**src/rtl/core/qrot_pkg.sv**
```systemverilog
// ---------------------------------------------------------------------------
// qrot_pkg
// shared constants, width helpers and stage enables of the rotation unit
// ---------------------------------------------------------------------------
package qrot_pkg;

	localparam int QUAT_BITS   = 16;
	localparam int NUM_ENTRIES = 9;
	localparam int VEC_LEN     = 3;
	localparam int NUM_VECS    = 2;
	localparam int NUM_LANES   = VEC_LEN * NUM_VECS;

	// matrix entries, row major
	localparam int M00 = 0;
	localparam int M01 = 1;
	localparam int M02 = 2;
	localparam int M10 = 3;
	localparam int M11 = 4;
	localparam int M12 = 5;
	localparam int M20 = 6;
	localparam int M21 = 7;
	localparam int M22 = 8;

	// width of an entry before rounding: room for 1.0 in q(2f) and 2*(a+b)
	function automatic int ext_width(input int frac);
		int base;
		base = (2 * QUAT_BITS + 3 > 2 * frac + 2) ? 2 * QUAT_BITS + 3 : 2 * frac + 2;
		return base + 1;
	endfunction

	// width of a rounded matrix entry
	function automatic int ent_width(input int frac);
		return ext_width(frac) - frac;
	endfunction

	// width of the sum of three entry * sample products
	function automatic int acc_width(input int frac, input int sample_bits);
		return ent_width(frac) + sample_bits + 2;
	endfunction

	typedef struct packed {
		logic mat_s1;
		logic mat_s2;
		logic mat_s3;
		logic lane_s4;
		logic lane_s5;
		logic out_s6;
	} stage_en_t;

endpackage

```
**src/rtl/core/qrot_lane.sv**
```systemverilog
// ---------------------------------------------------------------------------
// qrot_lane
// one matrix row times one vector: three products, then their sum
// ---------------------------------------------------------------------------
module qrot_lane #(
	parameter int QUAT_FRAC_BITS = 14,
	parameter int SAMPLE_BITS    = 16,
	localparam int MW  = qrot_pkg::ent_width(QUAT_FRAC_BITS),
	localparam int PRW = MW + SAMPLE_BITS,
	localparam int AW  = qrot_pkg::acc_width(QUAT_FRAC_BITS, SAMPLE_BITS)
) (
	input  logic                           clk,
	input  qrot_pkg::stage_en_t            en,
	input  logic signed [MW-1:0]           row [qrot_pkg::VEC_LEN],
	input  logic signed [SAMPLE_BITS-1:0]  vec [qrot_pkg::VEC_LEN],
	output logic signed [AW-1:0]           acc
);

	logic signed [PRW-1:0] prod_s4 [qrot_pkg::VEC_LEN];
	logic signed [AW-1:0]  acc_s5;

	always_ff @(posedge clk) begin
		if (en.lane_s4) begin
			for (int i = 0; i < qrot_pkg::VEC_LEN; i++) begin
				prod_s4[i] <= row[i] * vec[i];
			end
		end
	end

	always_ff @(posedge clk) begin
		if (en.lane_s5) begin
			acc_s5 <= AW'(prod_s4[0]) + AW'(prod_s4[1]) + AW'(prod_s4[2]);
		end
	end

	assign acc = acc_s5;

endmodule

```
**config.mk**
```make
export PLATFORM = sky130hd
export DESIGN_NAME = qrot_lane
export DESIGN_NICKNAME = d
export VERILOG_FILES = /design/src/rtl/core/qrot_pkg.sv /design/src/rtl/core/qrot_lane.sv
export SDC_FILE = /design/constraint.sdc
export NUM_CORES = 2
export LEC_CHECK = 0
export BUFFER_PORTS_ARGS = -buffer_cell sky130_fd_sc_hd__buf_2
export CELL_PAD_IN_SITES_DETAIL_PLACEMENT = 1
export CELL_PAD_IN_SITES_GLOBAL_PLACEMENT = 2
export CORE_AREA = 5 5 348 350
export CTS_BUF_LIST = sky130_fd_sc_hd__clkbuf_4 sky130_fd_sc_hd__clkbuf_8 sky130_fd_sc_hd__clkbuf_16
export DETAILED_ROUTE_END_ITERATION = 10
export DIE_AREA = 0 0 353 355
export PLACE_DENSITY = 0.79
export SETUP_SLACK_MARGIN = 0.4
export SLEW_MARGIN = 20
export SYNTH_ARGS = -nofsm -noshare
export SYNTH_HDL_FRONTEND = slang
export SYNTH_SLANG_ARGS = --single-unit
```
**constraint.sdc**
```tcl
create_clock -name clk -period 5.6 [get_ports clk]
set_input_delay 0.28 -clock clk [delete_from_list [all_inputs] [get_ports clk]]
set_output_delay 0.28 -clock clk [all_outputs]
set_load 0.1 [all_outputs]
```
Word-level counts from Yosys, hierarchy flattened
Memories as Yosys holds them, arrays and structs flattened.
Index checks and enable logic that the tools add are counted.
{"block": "word_totals", "regBits": 40, "mem_bits_rw": 114, "in_bits": 121, "out_inout_bits": 40, "elab_cells": 9, "mem_count": 1}
{"name": "prod_s4", "depth": 3, "width": 38, "rd": 3, "rd_clocked_by_memory_dff": 0, "wr": 3, "line": "qrot_lane.sv:19", "text": "logic signed [PRW-1:0] prod_s4 [qrot_pkg::VEC_LEN];"}
{"block": "op_classes", "addsub": 2, "multipliers": 3, "muxes": 2}
{"op": "22-bit by 16-bit multiplier with 38-bit output", "n": 3}
{"op": "39-bit by 38-bit adder with 40-bit output", "n": 1}
{"op": "38-bit by 38-bit adder with 39-bit output", "n": 1}
{"op": "1-bit two-way mux", "n": 2}

Longest topological paths before layout
{"block": "depth", "word_depth": 2, "mapped_depth": 25, "ltp_nobuf": 24}

Worst setup path before layout
OpenSTA, ideal clock, no wires.
{"block": "synth_path", "path_kind": "input to register", "start": "input row[63] (netlist bit)", "end": "memory prod_s4[0][32] (netlist bit), data pin", "setup_time_ns": 0.259, "t_arrival_ns": 5.889, "t_required_ns": 5.341, "path_slack_ns": -0.548, "stages": 23, "n_path_buf": 1, "cell_sequence": "clkbuf_1 nand2_1 fa_1 inv_1 fa_1 inv_1 fa_1 inv_1 fa_1 fa_1 inv_1 fa_1 inv_1 ha_1 and3_1 nand2_1 or3_1 nor4_2 nor4b_1 nor3_2 a41oi_1 nor2b_1 xnor2_1"}
{"item": "start: declaration", "line": "qrot_lane.sv:14", "text": "input logic signed [MW-1:0] row [qrot_pkg::VEC_LEN],"}
{"item": "end: declaration", "line": "qrot_lane.sv:19"}

==> out/summary.log <==
[clock_tree] CTS buffer count 17
[synth] average footprint of a synthesized cell 9.52 um^2
[synth] Post-synth EDFFs 154
[final_layout] nets 7,029
[synth] sequential area share after synthesis 10.2%
[grt] via count of the first global-routing pass 40,300
[synth] proportion of synthesized area in mux cells 0.0220%
[drt] antenna-violating nets left 0
[sta] count of final max-slew check failures 0
[synth] dominant combinational cell family by area after synthesis adder cells
[grt] grt ovf 0
[worst_setup_path] required time reported for the critical path endpoint 5800 ps
[worst_setup_path] critical path's top delay family adder cells
[grt] maximum number of pins on one net before global-route repair 67
[synth] leading area contributor after synthesis sky130_fd_sc_hd__fa_1
[placed_design] # port buffers 156
[drt] via count 34,500
[synth] number of nets in the synthesized netlist 6,301
[synth] synthesized-area fraction occupied by and/or/nand/nor cells 13.9%
[drt] number of detailed-routing iterations run before antenna repair 5
[placed_design] number of instances in the placed design 6,898
[synth] cell area after synthesis 45,500 um^2
[placed_design] global placer's final weighted congestion 0.875
[floorplanning] Vert. Die Dim 355 um
[worst_setup_path] ordered cell list for the critical path buf_12, buf_4, nand2_2, inv_1, fa_2, inv_2, fa_1, inv_2, fa_1, fa_1, fa_1, inv_1, fa_1, inv_2, ha_4, nand4_1, or3_4, nor4_4, nor4b_4, nor3_4, a41oi_2, a31oi_1, xor2_1
[clock_tree] number of buffers on the longest clock path 2
[clock_tree] clock-pin transition on the worst setup and hold timing paths 70 ps
[floorplanning] full die area 125,000 um^2
[worst_setup_path] arrival time reported for the critical path endpoint 5910 ps
[clock_tree] clock tree from TritonCTS yes
[synth] Post-Synth XOR/XNOR Area 2.96%
[sta] maximum clock skew at final layout 17.7 ps
[floorplanning] row count 126
[drt] First DRT Iteration DRCs 1,477
[placed_design] final HPWL from detailed placement 113 mm
[worst_setup_path] kind of launch point of the worst setup path input pin
[sta] final setup violating endpoints 10
[sta] time the worst path needs with I/O delays and setup 5700 ps
[grt] first-pass GRT wire length 214 mm
[clock_tree] maximum level of the CTS H-tree 4
[sta] headroom to the max-slew limit 31.7%
[sta] Highest Clock Rate 175 MHz
[worst_setup_path] critical path class input pin to register
[synth] share of synthesized cell area in full adder, half adder and majority cells 56.2%
[worst_setup_path] stage delay of the slowest cell on the critical path 580 ps
[synth] post-synthesis register bit count 154
[sta] setup repair after global routing missed its margin true
[final_layout] fraction of layout instances using a drive strength above 1 25.8%
[synth] number of standard cells after synthesis 4,783
[final_layout] end-of-flow core utilization 49.2%
[drt] mean routed wirelength per cell 18.7 um
[floorplanning] Std-Cell Core Area 117,000 um^2
[clock_tree] clk_lat worst skew 450 ps
[synth] post-synth cell types 68
[worst_setup_path] slowest stage cell on the critical path sky130_fd_sc_hd__fa_2
[synth] Yosys top cell area share 47.4%
[hold_path] Hold/Removal Path Class input pin to register
[job] Max-cap violations 0
[status] run status finished, violations left
[grt] Tot GR Track Use 21.2%
[status] violations in the final reports setup timing
[clock_tree] number of sinks handled by clock tree synthesis 154
[drt] average vias per placed instance 4.88
[worst_setup_path] number of buffer and inverter instances along the worst setup path 7
[drt] DRC violations left 0
[final_layout] number of antenna cells inserted 0
[clock_tree] CTS Root Cell sky130_fd_sc_hd__clkbuf_16
[drt] overall routed net length 132 mm
[synth] post-synthesis compound-gate area fraction 5.48%
[worst_setup_path] crit end category register
[placed_design] placed instance area 53,200 um^2
[sta] transition time of the tightest slew-check pin 1020 ps
[synth] Post-synth ARST share 0%
[synth] ys flop type sky130_fd_sc_hd__edfxtp_1
[clock_tree] number of buffers added to fix hold violations after cts 0
[sta] least setup slack across all paths after layout -103 ps
[synth] count leader, synth sky130_fd_sc_hd__inv_1
[final_layout] cell area after layout 57,800 um^2
[worst_setup_path] most used cell along the critical path sky130_fd_sc_hd__fa_1
[floorplanning] Die X-Extent 353 um
[final_layout] Area Growth Syn to Fin 27.0%
[synth] Yosys warnings 0
[sta] Final Cycle Share 102%
[floorplanning] I/O Pins 161
[final_layout] final std cells w/o fill 7,060
[final_layout] number of inserted filler cells in the final layout 13,100
[floorplanning] starting density of the core 38.8%
[sta] total count of hold-check failures in the final report 0
[synth] top cell types by occurrence after synthesis sky130_fd_sc_hd__inv_1, sky130_fd_sc_hd__fa_1, sky130_fd_sc_hd__nand2_1
[synth] ranking of synthesized cells by area sky130_fd_sc_hd__fa_1, sky130_fd_sc_hd__edfxtp_1, sky130_fd_sc_hd__inv_1
[grt] antenna violations before repair 4
[placed_design] worst slack, placed -770 ps
[worst_setup_path] peak fanout along the critical path 5
## worst paths after layout
check	start	to	slack, ps	cells after the start
hold reg to reg	prod_s4[0][1]$_DFFE_PP_	acc[1]$_DFFE_PP_	750	2
setup / recovery	vec[33]	prod_s4[0][36]$_DFFE_PP_	-100	23
setup reg to reg	prod_s4[0][77]$_DFFE_PP_	acc[39]$_DFFE_PP_	1360	13
hold / removal	en[2]	prod_s4[0][1]$_DFFE_PP_	390	1
## per-layer routing
| metal | vias to the layer above | GRT usage, % | wire length (um) |
|---|---|---|---|
| met4 | 0 | 3.19 | 2380 |
| li1 | 15600 | - | - |
| met5 | - | 0 | 0 |
| met1 | 18200 | 28.1 | 56800 |
| met2 | 483 | 39.2 | 69300 |
| met3 | 131 | 1.54 | 3270 |
## flip-flops by register name, indices dropped and copies added (netlist names)
name     cells
prod_s4    114
acc         40
## logic make-up after synthesis
logic type               Yosys count
AO/OA/AOI/OAI                    377
XOR/XNOR                         154
adder cells (fa/ha/maj)         1397
buffers and inverters           1378
flip-flops                       154
multiplexers                       1
AND/OR/NAND/NOR                 1322
## what timing repair did
item	4_1_cts	5_1_grt
cloned	1	3
setup buffers	62	64
resized for setup	482	349
endpoints found under the setup margin	67	69
pin swaps	239	268
## stage by stage
stage                     setup TNS (ps)  hold WS (ps)
after global routing               -4250           417
after detailed placement          -29100           736
final                               -553           393
after CTS                           -315           396
after global placement            -24070           727
after floorplan                     -339           392
## area by class of cell
cell class                 instances  area [um^2]  share of cell area (%)
clock buffer                      17          425                   0.736
clock inverter                    15          159                   0.275
inverter                        1210         4550                    7.87
multi-input combinational       3251        38100                    66.0
sequential                       154         4620                    8.00
tap                             1536         1920                    3.32
timing repair buffer             877         8000                    13.8
## layout by cell type, fill, tap and decap left out, types with 44 or more instances in the layout
| master | count |
|---|---|
| sky130_fd_sc_hd__ha_1 | 268 |
| sky130_fd_sc_hd__and2_4 | 64 |
| sky130_fd_sc_hd__a21oi_1 | 66 |
| sky130_fd_sc_hd__buf_6 | 141 |
| sky130_fd_sc_hd__fa_2 | 64 |
| sky130_fd_sc_hd__buf_2 | 63 |
| sky130_fd_sc_hd__fa_1 | 1013 |
| sky130_fd_sc_hd__buf_4 | 572 |
| sky130_fd_sc_hd__buf_12 | 62 |
| sky130_fd_sc_hd__edfxtp_1 | 154 |
| sky130_fd_sc_hd__nor2_1 | 98 |
| sky130_fd_sc_hd__inv_1 | 1117 |
| sky130_fd_sc_hd__xnor2_1 | 104 |
| sky130_fd_sc_hd__ha_4 | 46 |
| sky130_fd_sc_hd__and2_1 | 343 |
| sky130_fd_sc_hd__a21o_1 | 53 |
| sky130_fd_sc_hd__a21oi_2 | 44 |
| sky130_fd_sc_hd__inv_2 | 90 |
| sky130_fd_sc_hd__nand2_1 | 581 |
Power is not shown: default switching activity piles up to over one toggle a cycle in this logic, so the estimate is an artifact.
