File: config.mk
export PLATFORM = sky130hd
export DESIGN_NAME = qrot_merge
export DESIGN_NICKNAME = d
export VERILOG_FILES = /design/src/rtl/core/qrot_pkg.sv /design/src/rtl/core/qrot_merge.sv
export SDC_FILE = /design/constraint.sdc
export NUM_CORES = 1
export LEC_CHECK = 0
export ABC_AREA = 1
export BUFFER_PORTS_ARGS = -buffer_cell sky130_fd_sc_hd__buf_2
export CORE_MARGIN = 2
export CORE_UTILIZATION = 30
export CTS_BUF_LIST = sky130_fd_sc_hd__clkbuf_4 sky130_fd_sc_hd__clkbuf_8 sky130_fd_sc_hd__clkbuf_16
export DETAILED_ROUTE_END_ITERATION = 8
export GPL_TIMING_DRIVEN = 0
export PLACE_DENSITY = 0.54
export SETUP_SLACK_MARGIN = 0.15
export SYNTH_ARGS = -nofsm -noshare
export SYNTH_HDL_FRONTEND = slang
export SYNTH_SLANG_ARGS = --single-unit
File: constraint.sdc
create_clock -name clk -period 2.9 [get_ports clk]
set_clock_uncertainty 0.2 [all_clocks]
set_input_delay 0.58 -clock clk [delete_from_list [all_inputs] [get_ports clk]]
set_output_delay 0.58 -clock clk [all_outputs]
set_load 0.05 [all_outputs]
File: src/rtl/core/qrot_pkg.sv
// ---------------------------------------------------------------------------
// qrot_pkg
// shared constants, width helpers and stage enables of the rotation unit
// ---------------------------------------------------------------------------
package qrot_pkg;

	localparam int QUAT_BITS   = 16;
	localparam int NUM_ENTRIES = 9;
	localparam int VEC_LEN     = 3;
	localparam int NUM_VECS    = 2;
	localparam int NUM_LANES   = VEC_LEN * NUM_VECS;

	// matrix entries, row major
	localparam int M00 = 0;
	localparam int M01 = 1;
	localparam int M02 = 2;
	localparam int M10 = 3;
	localparam int M11 = 4;
	localparam int M12 = 5;
	localparam int M20 = 6;
	localparam int M21 = 7;
	localparam int M22 = 8;

	// width of an entry before rounding: room for 1.0 in q(2f) and 2*(a+b)
	function automatic int ext_width(input int frac);
		int base;
		base = (2 * QUAT_BITS + 3 > 2 * frac + 2) ? 2 * QUAT_BITS + 3 : 2 * frac + 2;
		return base + 1;
	endfunction

	// width of a rounded matrix entry
	function automatic int ent_width(input int frac);
		return ext_width(frac) - frac;
	endfunction

	// width of the sum of three entry * sample products
	function automatic int acc_width(input int frac, input int sample_bits);
		return ent_width(frac) + sample_bits + 2;
	endfunction

	typedef struct packed {
		logic mat_s1;
		logic mat_s2;
		logic mat_s3;
		logic lane_s4;
		logic lane_s5;
		logic out_s6;
	} stage_en_t;

endpackage

File: src/rtl/core/qrot_merge.sv
// ---------------------------------------------------------------------------
// qrot_merge
// rounds and saturates the lane sums and packs them into the output register
// ---------------------------------------------------------------------------
module qrot_merge #(
	parameter int QUAT_FRAC_BITS = 14,
	parameter int SAMPLE_BITS    = 16,
	localparam int AW    = qrot_pkg::acc_width(QUAT_FRAC_BITS, SAMPLE_BITS),
	localparam int OUT_W = ((qrot_pkg::NUM_LANES * SAMPLE_BITS + 7) / 8) * 8
) (
	input  logic                   clk,
	input  qrot_pkg::stage_en_t    en,
	input  logic signed [AW-1:0]   acc [qrot_pkg::NUM_LANES],
	output logic [OUT_W-1:0]       tdata
);

	localparam int XW = AW + 1;
	localparam int RW = XW - QUAT_FRAC_BITS;
	localparam logic signed [XW-1:0] HALF    = XW'(1) << (QUAT_FRAC_BITS - 1);
	localparam logic signed [RW-1:0] SAT_MAX = RW'((longint'(1) << (SAMPLE_BITS - 1)) - 1);
	localparam logic signed [RW-1:0] SAT_MIN = RW'(-(longint'(1) << (SAMPLE_BITS - 1)));

	logic signed [RW-1:0]          rnd [qrot_pkg::NUM_LANES];
	logic        [SAMPLE_BITS-1:0] res [qrot_pkg::NUM_LANES];
	logic        [OUT_W-1:0]       tdata_d;
	logic        [OUT_W-1:0]       tdata_s6;

	always_comb begin
		tdata_d = '0;
		for (int i = 0; i < qrot_pkg::NUM_LANES; i++) begin
			rnd[i] = RW'((XW'(acc[i]) + HALF) >>> QUAT_FRAC_BITS);
			if (rnd[i] > SAT_MAX) begin
				res[i] = SAT_MAX[SAMPLE_BITS-1:0];
			end else if (rnd[i] < SAT_MIN) begin
				res[i] = SAT_MIN[SAMPLE_BITS-1:0];
			end else begin
				res[i] = rnd[i][SAMPLE_BITS-1:0];
			end
			tdata_d[i*SAMPLE_BITS +: SAMPLE_BITS] = res[i];
		end
	end

	always_ff @(posedge clk) begin
		if (en.out_s6) begin
			tdata_s6 <= tdata_d;
		end
	end

	assign tdata = tdata_s6;

endmodule

Yosys cells after proc, flatten, opt, wreduce, memory -nomap -nowiden
Index checks and enable logic that the tools add are counted.
{"block": "totals", "ff_bits": 96, "latchBits": 0, "ramBits": 0, "rom_bits": 0, "input_bits": 247, "memories": 0}
{"block": "classes", "n_addsub": 6, "mul": 0, "div": 0, "order_cmp": 12, "eq_ne": 0, "shift": 0, "mux": 6, "bitwise": 0, "n_reduce_logical": 0}
{"cell": "$add 40x15->41 const B", "count": 6}
{"cell": "$gt 27x16->1 const B", "count": 6}
{"cell": "$lt 27x16->1 const B", "count": 6}
{"cell": "$mux 16", "count": 6}

Depth between registers and ports, before layout
Gate-level depths: netlist of the first run.
{"block": "depth", "word_depth": 3, "ltp_mapped": 15, "mapped_depth_nobuf": 14}

Worst setup path after synthesis of the first run
No wires, ideal clock.
{"block": "synth_timing", "path_kind": "input port to flip-flop", "start": "in acc[53] (netlist name)", "end": "reg tdata_s6[69] (netlist: tdata[69]), data pin", "setup_time_ns": 0.252, "t_arrival_ns": 1.909, "required_ns": 2.448, "setup_slack_ns": 0.539, "path_stages": 14, "path_cell_list": "ha_1 -> nand2_1 -> nor2_2 -> nand2_1 -> nor2_1 -> nand2_1 -> nand2_1 -> nand2_1 -> nor2_1 -> and2_1 -> nand3_2 -> nand2_4 -> buf_6 -> nand2_1"}
{"block": "synth_via", "elab_chain_len": 3, "elab_cells_between_ends": 4, "cone_classes": "1 x add/sub; 2 x order compare; 1 x mux"}
{"item": "start, declared", "line_no": "qrot_merge.sv:13", "rtl": "input logic signed [AW-1:0] acc [qrot_pkg::NUM_LANES],"}
{"item": "$add 40x15->41 *", "line_no": "qrot_merge.sv:31", "rtl": "rnd[i] = RW'((XW'(acc[i]) + HALF) >>> QUAT_FRAC_BITS);"}
{"item": "$lt 27x16->1", "line_no": "qrot_merge.sv:34", "rtl": "end else if (rnd[i] < SAT_MIN) begin"}
{"item": "$mux 16", "line_no": "qrot_merge.sv:34"}
{"item": "end signal, assigned", "line_no": "qrot_merge.sv:45", "rtl": "tdata_s6 <= tdata_d;"}
{"item": "end, declared", "line_no": "qrot_merge.sv:26", "rtl": "logic [OUT_W-1:0] tdata_s6;"}
Mark *: on every way between the ends. The rest lies on a longest branch, timed or not.
A chain may end at the register's enable or synchronous reset.

Worst setup path after layout of the first run
{"block": "layout_timing", "start": "in acc[213] (netlist name)", "end": "reg tdata_s6[14] (netlist: tdata[14]), data pin"}
Same word-level chain as after synthesis.

==> metrics.md, run 1 <==
| Metric | Value |
|---|---|
| Final setup viols | 0 |
| Critical Path AT | roughly 2.4 ns |
| Die Height | 176 um |
| First-pass DRT Iterations | 5 |
| # nets final | 1,912 |
| Min Hold Slack | 0.419 ns |
| CTS buffer count | 9 |
| Max FFs per register | 96 |
| Fillers | 3,207 |
| Total power | 4.26 mW |
| Post-route ant nets | 0 |
| RePlAce Congestion | 0.884 |
| Setup Fix Bufs, Post-CTS | 0 |
| Pwr per Cell Area | slightly below 400 mW/mm2 |
| Finished Layout Cells | 2,051 |
| Layout cells sized above 1 | 21.5% |
| DR WL/cell | 13.6 um |
| Pin count of the biggest net entering global routing | 51 |
| Crit path capture type | flip-flop |
| Fin Setup TNS | 0 ns |
| RSZ-0062 raised after global routing | no |
| Tmin final | 2.48 ns |
| Cell taking the most area after synthesis | edfxtp_1 |
| Post-DP Area | 0.0107 mm2 |
| Syn Nets | 1,641 |
| Number of synthesized register bits | between 90 and 100 |
| Hold path startpoint | acc[119] |
| Clock-pin slew on the worst setup and hold paths | 0.08 ns |
| WP buf/inv | 3 |
| Global route overflow | 0 |
| Row count | 62 |
| Netlist cell types | 27 |
| Synth top area cells | edfxtp_1 33%, nand2_1 27%, nor2_1 10%, xor2_1 5.5%, inv_1 4.4% |
| Worst min path class | in2reg |
| Max clock buf depth | 2 |
| Total track usage | 17.9% |
| FMAX | between 400 and 500 MHz |
| CTS root buf | clkbuf_16 |
| Finished Cell Area | 0.0110 mm2 |
| Worst Tran Pin Value | 0.665 ns |
| Area of the die | ~0.031 mm2 |
| Vias in the first global route | 8,832 |
| Port Buffers | 259 |
| # hold bufs at CTS | 0 |
| Placed Cells incl. Taps | 2,032 |
| Max-Cap Viols | 0 |
| DR iter-0 viols | 471 |
| Cells after synthesis | around 1,400 |
| Sequential area share after synthesis | 32.5% |
| Area Overhead vs Synth | 24.0% |
| CTS tree | done |
| Worst Setup SP | acc[213] |
| Post-DP HPWL | 23,800 um |
| Post-Syn Area | 0.00886 mm2 |
| Yosys warns | 0 |
| Total core area | approximately 0.029 mm2 |
| Starting Density | 30.6% |
| Avg Cell Area, Syn | 6.39 um2 |
| DRC violations left | 0 |
| CP Max Fanout | 10 |
| First-pass GRT wire length | between 40,000 and 50,000 um |
| Top-area cell type share of the netlist area | 32.5% |
| Post-CTS sizing | 0 |
| Sink Count | 96 |
| Crit Path Category | in2reg |
| CP Cell Sequence | buf_2, ha_1, inv_1, nor2_1, nand2_1, nor2_2, nand2_1, nand2_1, nand2_1, nor2_1, nand2_1, nor2_1, nand2_1, nand2_2, buf_6, nand2_1 |
| Slew Limit Fails | 0 |
| Max incr delay on CP | 0.26 ns |
| Final hold violations | 0 |
| Crit path max-delay family | simple AND/OR/NAND/NOR gates |
| Top-level I/O count | 343 |
| Worst Path Required | 2.81 ns |
| Status | finished clean |
| Tcrit/Tclk final | between 80 and 90% |
| CP max-delay cell | ha_1 |
| Detailed-route via count | 9,260 |
| Peak VDD IR | 0.219 mV |
| Final wirelength | 27,800 um |
| Leakage power | 5.12 nW |
| Die width | approximately 180 um |
| Drt via density | 4.51 |
| H-tree level count | 3 |
| Crit path top cell by count | nand2_1 |
| Initial antenna violation count | 6 |
| Slew HR | 55.6% |
| Startpoint types | input port |
==> layer usage <==
layer | share of wire, % | global-route usage, % | vias to the layer above
li1 | - | - | 4894
met1 | 44 | 22.1 | 4083
met2 | 47 | 31.0 | 245
met3 | 6.7 | 4.07 | 32
met4 | 1.8 | 5.30 | 6
met5 | 0.13 | 0 | -
==> logic make-up (layout without fill, tap and decap cells) <==
family,after synthesis,count (layout),share of synthesized area (%)
flip-flops,96,96,32.5
adder cells (fa/ha/maj),6,6,0.847
AO/OA/AOI/OAI,2,2,0.113
AND/OR/NAND/NOR,1082,1082,52.0
XOR/XNOR,86,86,8.50
buffers and inverters,116,392,5.97
other,0,3,0
==> power breakdown <==
| group | leakage, nW | internal (mW) | switching (mW) |
|---|---|---|---|
| sequential | 0.946 | 1.66 | 0.0306 |
| clock | 0.152 | 0.690 | 0.606 |
| combinational | 4.02 | 0.343 | 0.922 |
| total | 5.12 | 2.70 | 1.56 |
==> Yosys cell counts, drive strengths merged <==
master and count:
nor3 15, nor2 281, ha 6, edfxtp 96, nand2 665, nor2b 1, buf 12, o21ai 2
xor2 56, nand3b 31, and2 15, and3 1, inv 104, xnor2 30, nand4 13, nand3 60
==> cells in the final DEF, fill, tap and decap left out, types with 6 or more instances in the layout <==
| cell | n |
|---|---|
| ha_1 | 6 |
| nor2_4 | 9 |
| xnor2_1 | 30 |
| nor2_1 | 246 |
| nand2_2 | 21 |
| nand4_1 | 13 |
| nor2_2 | 25 |
| inv_1 | 103 |
| buf_2 | 258 |
| buf_6 | 11 |
| nand3b_1 | 31 |
| and2_1 | 13 |
| xor2_1 | 56 |
| edfxtp_1 | 96 |
| nand2_1 | 640 |
| nor3_1 | 13 |
| nand3_1 | 55 |
| clkbuf_16 | 9 |
==> metrics by stage <==
| step | util, % | setup WS [ns] |
|---|---|---|
| detailed placement | 36.9 | 0.0250 |
| floorplan | - | 0.539 |
| CTS | 37.9 | 0.426 |
| finish | 38.0 | 0.418 |
| global placement | 36.8 | -0.00980 |
| global route | 38.0 | 0.208 |
==> worst paths after layout <==
check	endpoint	slack [ns]	cells past startpoint
setup / recovery	tdata[14]$_SDFFCE_PN1P_	0.42	16
hold / removal	tdata[63]$_SDFFCE_PN0P_	0.42	3
==> cell type report <==
| cell class | count | area [um2] | area share [%] |
|---|---|---|---|
| Antenna cell | 3 | 7.51 | 0.0683 |
| Buffer | 12 | 139 | 1.26 |
| Inverter | 104 | 390 | 3.55 |
| Clock buffer | 9 | 225 | 2.05 |
| Multi-Input combinational cell | 1176 | 5450 | 49.6 |
| Timing Repair Buffer | 260 | 1330 | 12.1 |
| Tap cell | 384 | 480 | 4.37 |
| Clock inverter | 7 | 85.1 | 0.774 |
| Sequential cell | 96 | 2880 | 26.2 |
==> worst min-delay path, cell delays in order <==
cell,delay (ns)
buf_2,0.13
nand2_1,0.08
inv_1,0.08
(Power assumes the default switching activity.)
==> run 2: changes to the inputs <==
--- a/config.mk
+++ b/config.mk
@@ -5,14 +5,13 @@
 export SDC_FILE = /design/constraint.sdc
 export NUM_CORES = 1
 export LEC_CHECK = 0
-export ABC_AREA = 1
 export BUFFER_PORTS_ARGS = -buffer_cell sky130_fd_sc_hd__buf_2
 export CORE_MARGIN = 2
 export CORE_UTILIZATION = 30
 export CTS_BUF_LIST = sky130_fd_sc_hd__clkbuf_4 sky130_fd_sc_hd__clkbuf_8 sky130_fd_sc_hd__clkbuf_16
 export DETAILED_ROUTE_END_ITERATION = 8
 export GPL_TIMING_DRIVEN = 0
-export PLACE_DENSITY = 0.54
+export PLACE_DENSITY = 0.59
 export SETUP_SLACK_MARGIN = 0.15
 export SYNTH_ARGS = -nofsm -noshare
 export SYNTH_HDL_FRONTEND = slang
==> metrics.md, run 2 <==
| Metric | Value |
|---|---|
| Sink Count | 96 |
| Peak VDD IR | ~0.19 mV |
| Starting Density | 30.7% |
| Yosys warns | 0 |
| CP max-delay cell | o31ai_4 |
| First-pass GRT wire length | 35,800 um |
| Detailed-route via count | 7,581 |
| H-tree level count | 3 |
| Cells after synthesis | 784 |
| Vias in the first global route | 6,793 |
| Crit path max-delay family | compound AO/OA/AOI/OAI gates |
| CP Cell Sequence | buf_8, nand4_1, or3_4, buf_8, o31a_1, a211oi_2, nand4_1, o31ai_4, buf_6, o21ai_2 |
| First-pass DRT Iterations | 5 |
| Cell taking the most area after synthesis | edfxtp_1 |
| Top-level I/O count | 343 |
| Post-route ant nets | 0 |
| # hold bufs at CTS | 0 |
| Max clock buf depth | 2 |
| WP buf/inv | 3 |
| CTS root buf | clkbuf_16 |
| Asr flop ratio synth | 0% |
| Port Buffers | roughly 260 |
| CTS tree | done |
| Die width | 159 um |
| Final hold violations | 0 |
| EDFF count, synth | 96 |
| Syn Nets | around 1,000 |
| Worst Path Required | 2.79 ns |
| Most frequent cells in the layout | 223 x buf_2, 96 x edfxtp_1, 70 x buf_4 |
| CTS buffer count | 9 |
| Leakage power | 4.08 nW |
| Number of synthesized register bits | 96 |
| Critical Path AT | 2.74 ns |
| Worst min path class | in2reg |
| Tcrit/Tclk final | 98.0% |
| Final setup viols | 0 |
| Avg Cell Area, Syn | 9.24 um2 |
| Total core area | 0.0236 mm2 |
| Crit path capture type | flip-flop |
| Final wirelength | 23,500 um |
| Total track usage | 17.3% |
| Startpoint types | input port |
| Post-DP HPWL | approximately 17,000 um |
| FMAX | between 300 and 400 MHz |
| Netlist cell types | 78 |
| Global route overflow | 0 |
| Worst Tran Pin Value | between 0.7 and 0.8 ns |
| Synth top area cells | edfxtp_1 40%, xor2_1 7.1%, nand3_1 5.0%, xnor2_1 5.0%, o21ai_0 4.9% |
| Min Hold Slack | roughly 0.38 ns |
| Slew HR | between 40% and 50% |
| Hold EP | tdata[40]$_SDFFCE_PN1P_ |
| Die Height | 159 um |
| Sequential area share after synthesis | 39.8% |
| Max FFs per register | between 90 and 100 |
| Area of the die | roughly 0.025 mm2 |
| Post-Syn Area | 0.00725 mm2 |
| Status | finished clean |
| # nets final | ~1,400 |
| Setup ws final | 0.0580 ns |
| Clock-pin slew on the worst setup and hold paths | 0.07 ns |
| RSZ-0062 raised after global routing | yes |
| Max-Cap Viols | 0 |
| Pin count of the biggest net entering global routing | 54 |
| CP Max Fanout | 5 |
| Crit Path Category | in2reg |
| Top post-synthesis cells by count | 96 x edfxtp_1, 72 x nand3_1, 71 x o21ai_0 |
| WHS Path Cells | 3 |
| Layout cells sized above 1 | 45.4% |
| Max incr delay on CP | ~0.45 ns |
| Pwr per Cell Area | roughly 400 mW/mm2 |
| Fin Setup TNS | 0 ns |
| DR iter-0 viols | 426 |
| Slew Limit Fails | 0 |
| RePlAce Congestion | about 0.86 |
| Initial antenna violation count | 8 |
| Area Overhead vs Synth | 50.1% |
| Tmin final | approximately 2.8 ns |
| Row count | 56 |
| Top-area cell type share of the netlist area | 39.8% |
| Ys flop type | edfxtp_1 |
| Drt via density | 5.22 |
| Count leader, synth | edfxtp_1 |
| DRC violations left | 0 |
| Hold path startpoint | acc[142] |
| DR WL/cell | 16.2 um |
| Most common cell after layout, fill and taps aside | buf_2 |
| Pre-CTS WS | -0.636 ns |
==> run 2: metrics by stage <==
stage / power, mW / instance area, um2 / std cells / utilization (%)
after global routing: 4.50 / 10900 / 1451 / 46.1
after detailed placement: 2.87 / 9270 / 1360 / 39.3
after CTS: 4.26 / 10000 / 1408 / 42.5
final: 4.31 / 10900 / 1453 / 46.1
after global placement: 2.86 / 9240 / 1359 / 39.1
after floorplan: 2.43 / 7560 / 784 / -
==> run 2: worst max-delay path by stage <==
stage	start	endpoint	slack (ns)	cells past startpoint
final	acc[140]	tdata[34]$_SDFFCE_PN1P_	0.06	10
after global routing	acc[13]	tdata[88]$_SDFFCE_PN1P_	-0.04	13
after CTS	acc[13]	tdata[93]$_SDFFCE_PN1P_	0.09	12
after detailed placement	acc[13]	tdata[88]$_SDFFCE_PN1P_	-0.64	11
after global placement	acc[13]	tdata[87]$_SDFFCE_PN1P_	-0.66	11
after floorplan	acc[13]	tdata[86]$_SDFFCE_PN1P_	-0.17	10
==> run 2: report_power, final <==
group,total (mW),internal [mW],switching [mW]
clock network,1.31,0.773,0.542
logic,1.30,0.411,0.889
registers,1.69,1.66,0.0289
total,4.31,2.85,1.46
==> run 2: repair_timing <==
item | 4_1_cts | 5_1_grt
gates cloned | 2 | 3
gates resized for setup | 59 | 189
pin swaps | 21 | 45
buffers inserted | 30 | 36
endpoints found under the setup margin | 79 | 86
==> run 2: layout make-up <==
| class | instances | area [um2] |
|---|---|---|
| repair buffers | 328 | 2080 |
| clock buffers | 10 | 233 |
| clock inverters | 6 | 91.3 |
| fillers | 2311 | 12700 |
| flip-flops and latches | 96 | 2880 |
| well taps | 319 | 399 |
| diodes | 6 | 15.0 |
| plain buffers | 29 | 260 |
| inverters | 23 | 86.3 |
| multi-input cells | 636 | 4830 |
==> run 2: routing by layer <==
metal | GRT usage [%] | vias up | share of wire [%]
met1 | 23.3 | 3536 | 44
met5 | 0 | - | 0.10
met3 | 3.93 | 24 | 6.4
met2 | 27.7 | 296 | 48
li1 | - | 3721 | -
met4 | 5.25 | 4 | 1.3
==> run 2: logic make-up (layout without fill, tap and decap cells) <==
kind of cell               after synthesis  in the layout  synth area share, %
AOI/OAI and AO/OA                      184            184                 16.9
adders and majority gates                6              6                 1.04
muxes                                    6              6                0.863
buffers and inverters                   52            396                 3.13
DFF                                     96             96                 39.8
xor gates and xnor gates               100            100                 12.1
other                                    0              6                    0
and+or+nand+nor                        340            340                 26.2
==> run 3: changes to the inputs <==
--- a/config.mk
+++ b/config.mk
@@ -5,6 +5,7 @@
 export SDC_FILE = /design/constraint.sdc
 export NUM_CORES = 1
 export LEC_CHECK = 0
+export ABC_AREA = 1
 export BUFFER_PORTS_ARGS = -buffer_cell sky130_fd_sc_hd__buf_2
 export CORE_MARGIN = 2
 export CORE_UTILIZATION = 30
==> constraint.sdc (replaced) <==
create_clock -name clk -period 2.4 [get_ports clk]
set_clock_uncertainty 0.2 [all_clocks]
set_input_delay 0.48 -clock clk [delete_from_list [all_inputs] [get_ports clk]]
set_output_delay 0.48 -clock clk [all_outputs]
set_load 0.05 [all_outputs]
==> metrics.md, run 3 (synthesis results as in run 1) <==
| Metric | Value |
|---|---|
| RSZ-0062 raised after global routing | yes |
| Worst Tran Pin Value | 0.565 ns |
| First-pass DRT Iterations | 5 |
| Max FFs per register | 96 |
| Die width | ~180 um |
| RePlAce Congestion | 0.941 |
| WP buf/inv | 2 |
| Total core area | between 0.02 and 0.03 mm2 |
| Worst min path class | in2reg |
| # diodes | 0 |
| Total track usage | 17.4% |
| H-tree level count | 3 |
| CP Cell Sequence | buf_2, ha_4, nand3_1, nor2_2, nand4_1, nand2_1, nand2_1, nor2_1, nand3_1, nor2_1, nand2_2, nand2_4, clkbuf_16, nand2_1 |
| Max-Cap Viols | 0 |
| Status | finished clean |
| Slew Limit Fails | 0 |
| Global route overflow | 0 |
| Final hold violations | 0 |
| CTS tree | done |
| Fillers | 3,097 |
| Detailed-route via count | around 9,500 |
| Most frequent cells in the layout | 620 x nand2_1, 255 x buf_2, 201 x nor2_1 |
| Final setup viols | 0 |
| Tcrit/Tclk final | 90.7% |
| CP max-delay cell | nor2_2 |
| Port Buffers | 259 |
| Sink Count | 96 |
| Crit path top cell by count | nand2_1 |
| Final core occ | about two fifths |
| Peak VDD IR | approximately 0.33 mV |
| Pin count of the biggest net entering global routing | 57 |
| Most common cell after layout, fill and taps aside | nand2_1 |
| Critical Path AT | 2.09 ns |
| DR WL/cell | 13.5 um |
| CP Max Fanout | 6 |
| Crit path capture type | flip-flop |
| Top-level I/O count | 343 |
| Max clock buf depth | 2 |
| Post-DP HPWL | 22,900 um |
| Clock-pin slew on the worst setup and hold paths | ~0.080 ns |
| Max incr delay on CP | 0.18 ns |
| Slew HR | 62.4% |
| Starting Density | 30.6% |
| CTS root buf | clkbuf_16 |
| Initial antenna violation count | 0 |
| Final wirelength | about 28,000 um |
| First-pass GRT wire length | 43,200 um |
| # nets final | 1,938 |
| Multi-input logic area | 0.00585 mm2 |
| Startpoint types | input port |
| Worst Path Required | between 2 and 2.5 ns |
| Sequential cell area | 0.00288 mm2 |
| DRC violations left | 0 |
| Area Overhead vs Synth | 30.9% |
| Min Hold Slack | 0.337 ns |
| # hold bufs at CTS | 0 |
| Area of the die | 0.0309 mm2 |
| Leakage power | around 5.3 nW |
| FMAX | 460 MHz |
| CTS buffer count | 9 |
| Drt via density | 4.58 |
| Die Height | ~180 um |
| Tmin final | between 2 and 2.5 ns |
| Crit Path Category | in2reg |
| Vias in the first global route | 8,862 |
| Row count | 62 |
| Crit path max-delay family | simple AND/OR/NAND/NOR gates |
| Post-route ant nets | 0 |
| Pwr per Cell Area | 450 mW/mm2 |
| Layout cells sized above 1 | 27.2% |
| DR iter-0 viols | 543 |
## run 3: path summary, 6_finish.rpt
kind | slack, ns | cells after the start | end | start
setup / recovery | 0.22 | 14 | tdata[25]$_SDFFCE_PN1P_ | acc[173]
hold / removal | 0.34 | 5 | tdata[28]$_SDFFCE_PN1P_ | acc[186]
## run 3: per-layer routing
| metal | vias up | global-route usage [%] | part of all wire, % | wire length (um) |
|---|---|---|---|---|
| li1 | 4924 | - | - | - |
| met1 | 4295 | 22.4 | 45 | 12700 |
| met2 | 257 | 29.7 | 48 | 13300 |
| met3 | 32 | 3.18 | 5.9 | 1670 |
| met4 | 0 | 4.89 | 1.4 | 388 |
| met5 | - | 0 | 0 | 0 |
## run 3: timing repair
action / CTS / global route
gates cloned: 0 / 3
setup buffers: 4 / 19
resized for setup: 11 / 107
pin swaps: 5 / 37
setup endpoints to repair: 60 / 87
## run 3: final cells by class
class                      count  area share (%)
buffer                        12            1.20
clock buffer                   9            1.94
clock inverter                 7           0.722
inverter                     104            3.36
multi-input combinational   1176            50.4
sequential                    96            24.8
tap                          384            4.14
timing repair buffer         286            13.4
## run 3: tightest hold or removal path, stage by stage
cell and delay (ns):
buf_2 0.11, xnor2_1 0.07, inv_1 0.04, nand2_1 0.04
nand2_1 0.04
## run 3: report_power, final
part	internal [mW]	leakage [nW]	switching (mW)
Clock	0.831	0.149	0.731
Combinational	0.453	4.18	1.16
Sequential	2.01	0.946	0.0372
## run 3: per-stage QoR
step           setup TNS [ns]  instance area, um2  total power, mW  setup WS (ns)  std cells
2_1_floorplan               0                8870             3.08          0.153       1388
3_3_place_gp           -58.08               10600             3.62         -0.419       2031
3_5_place_dp           -21.76               10700             3.63         -0.329       2032
4_1_cts                     0               11000             5.21          0.151       2052
5_1_grt                     0               11600             5.48          0.111       2074
6_report                    0               11600             5.23          0.224       2074
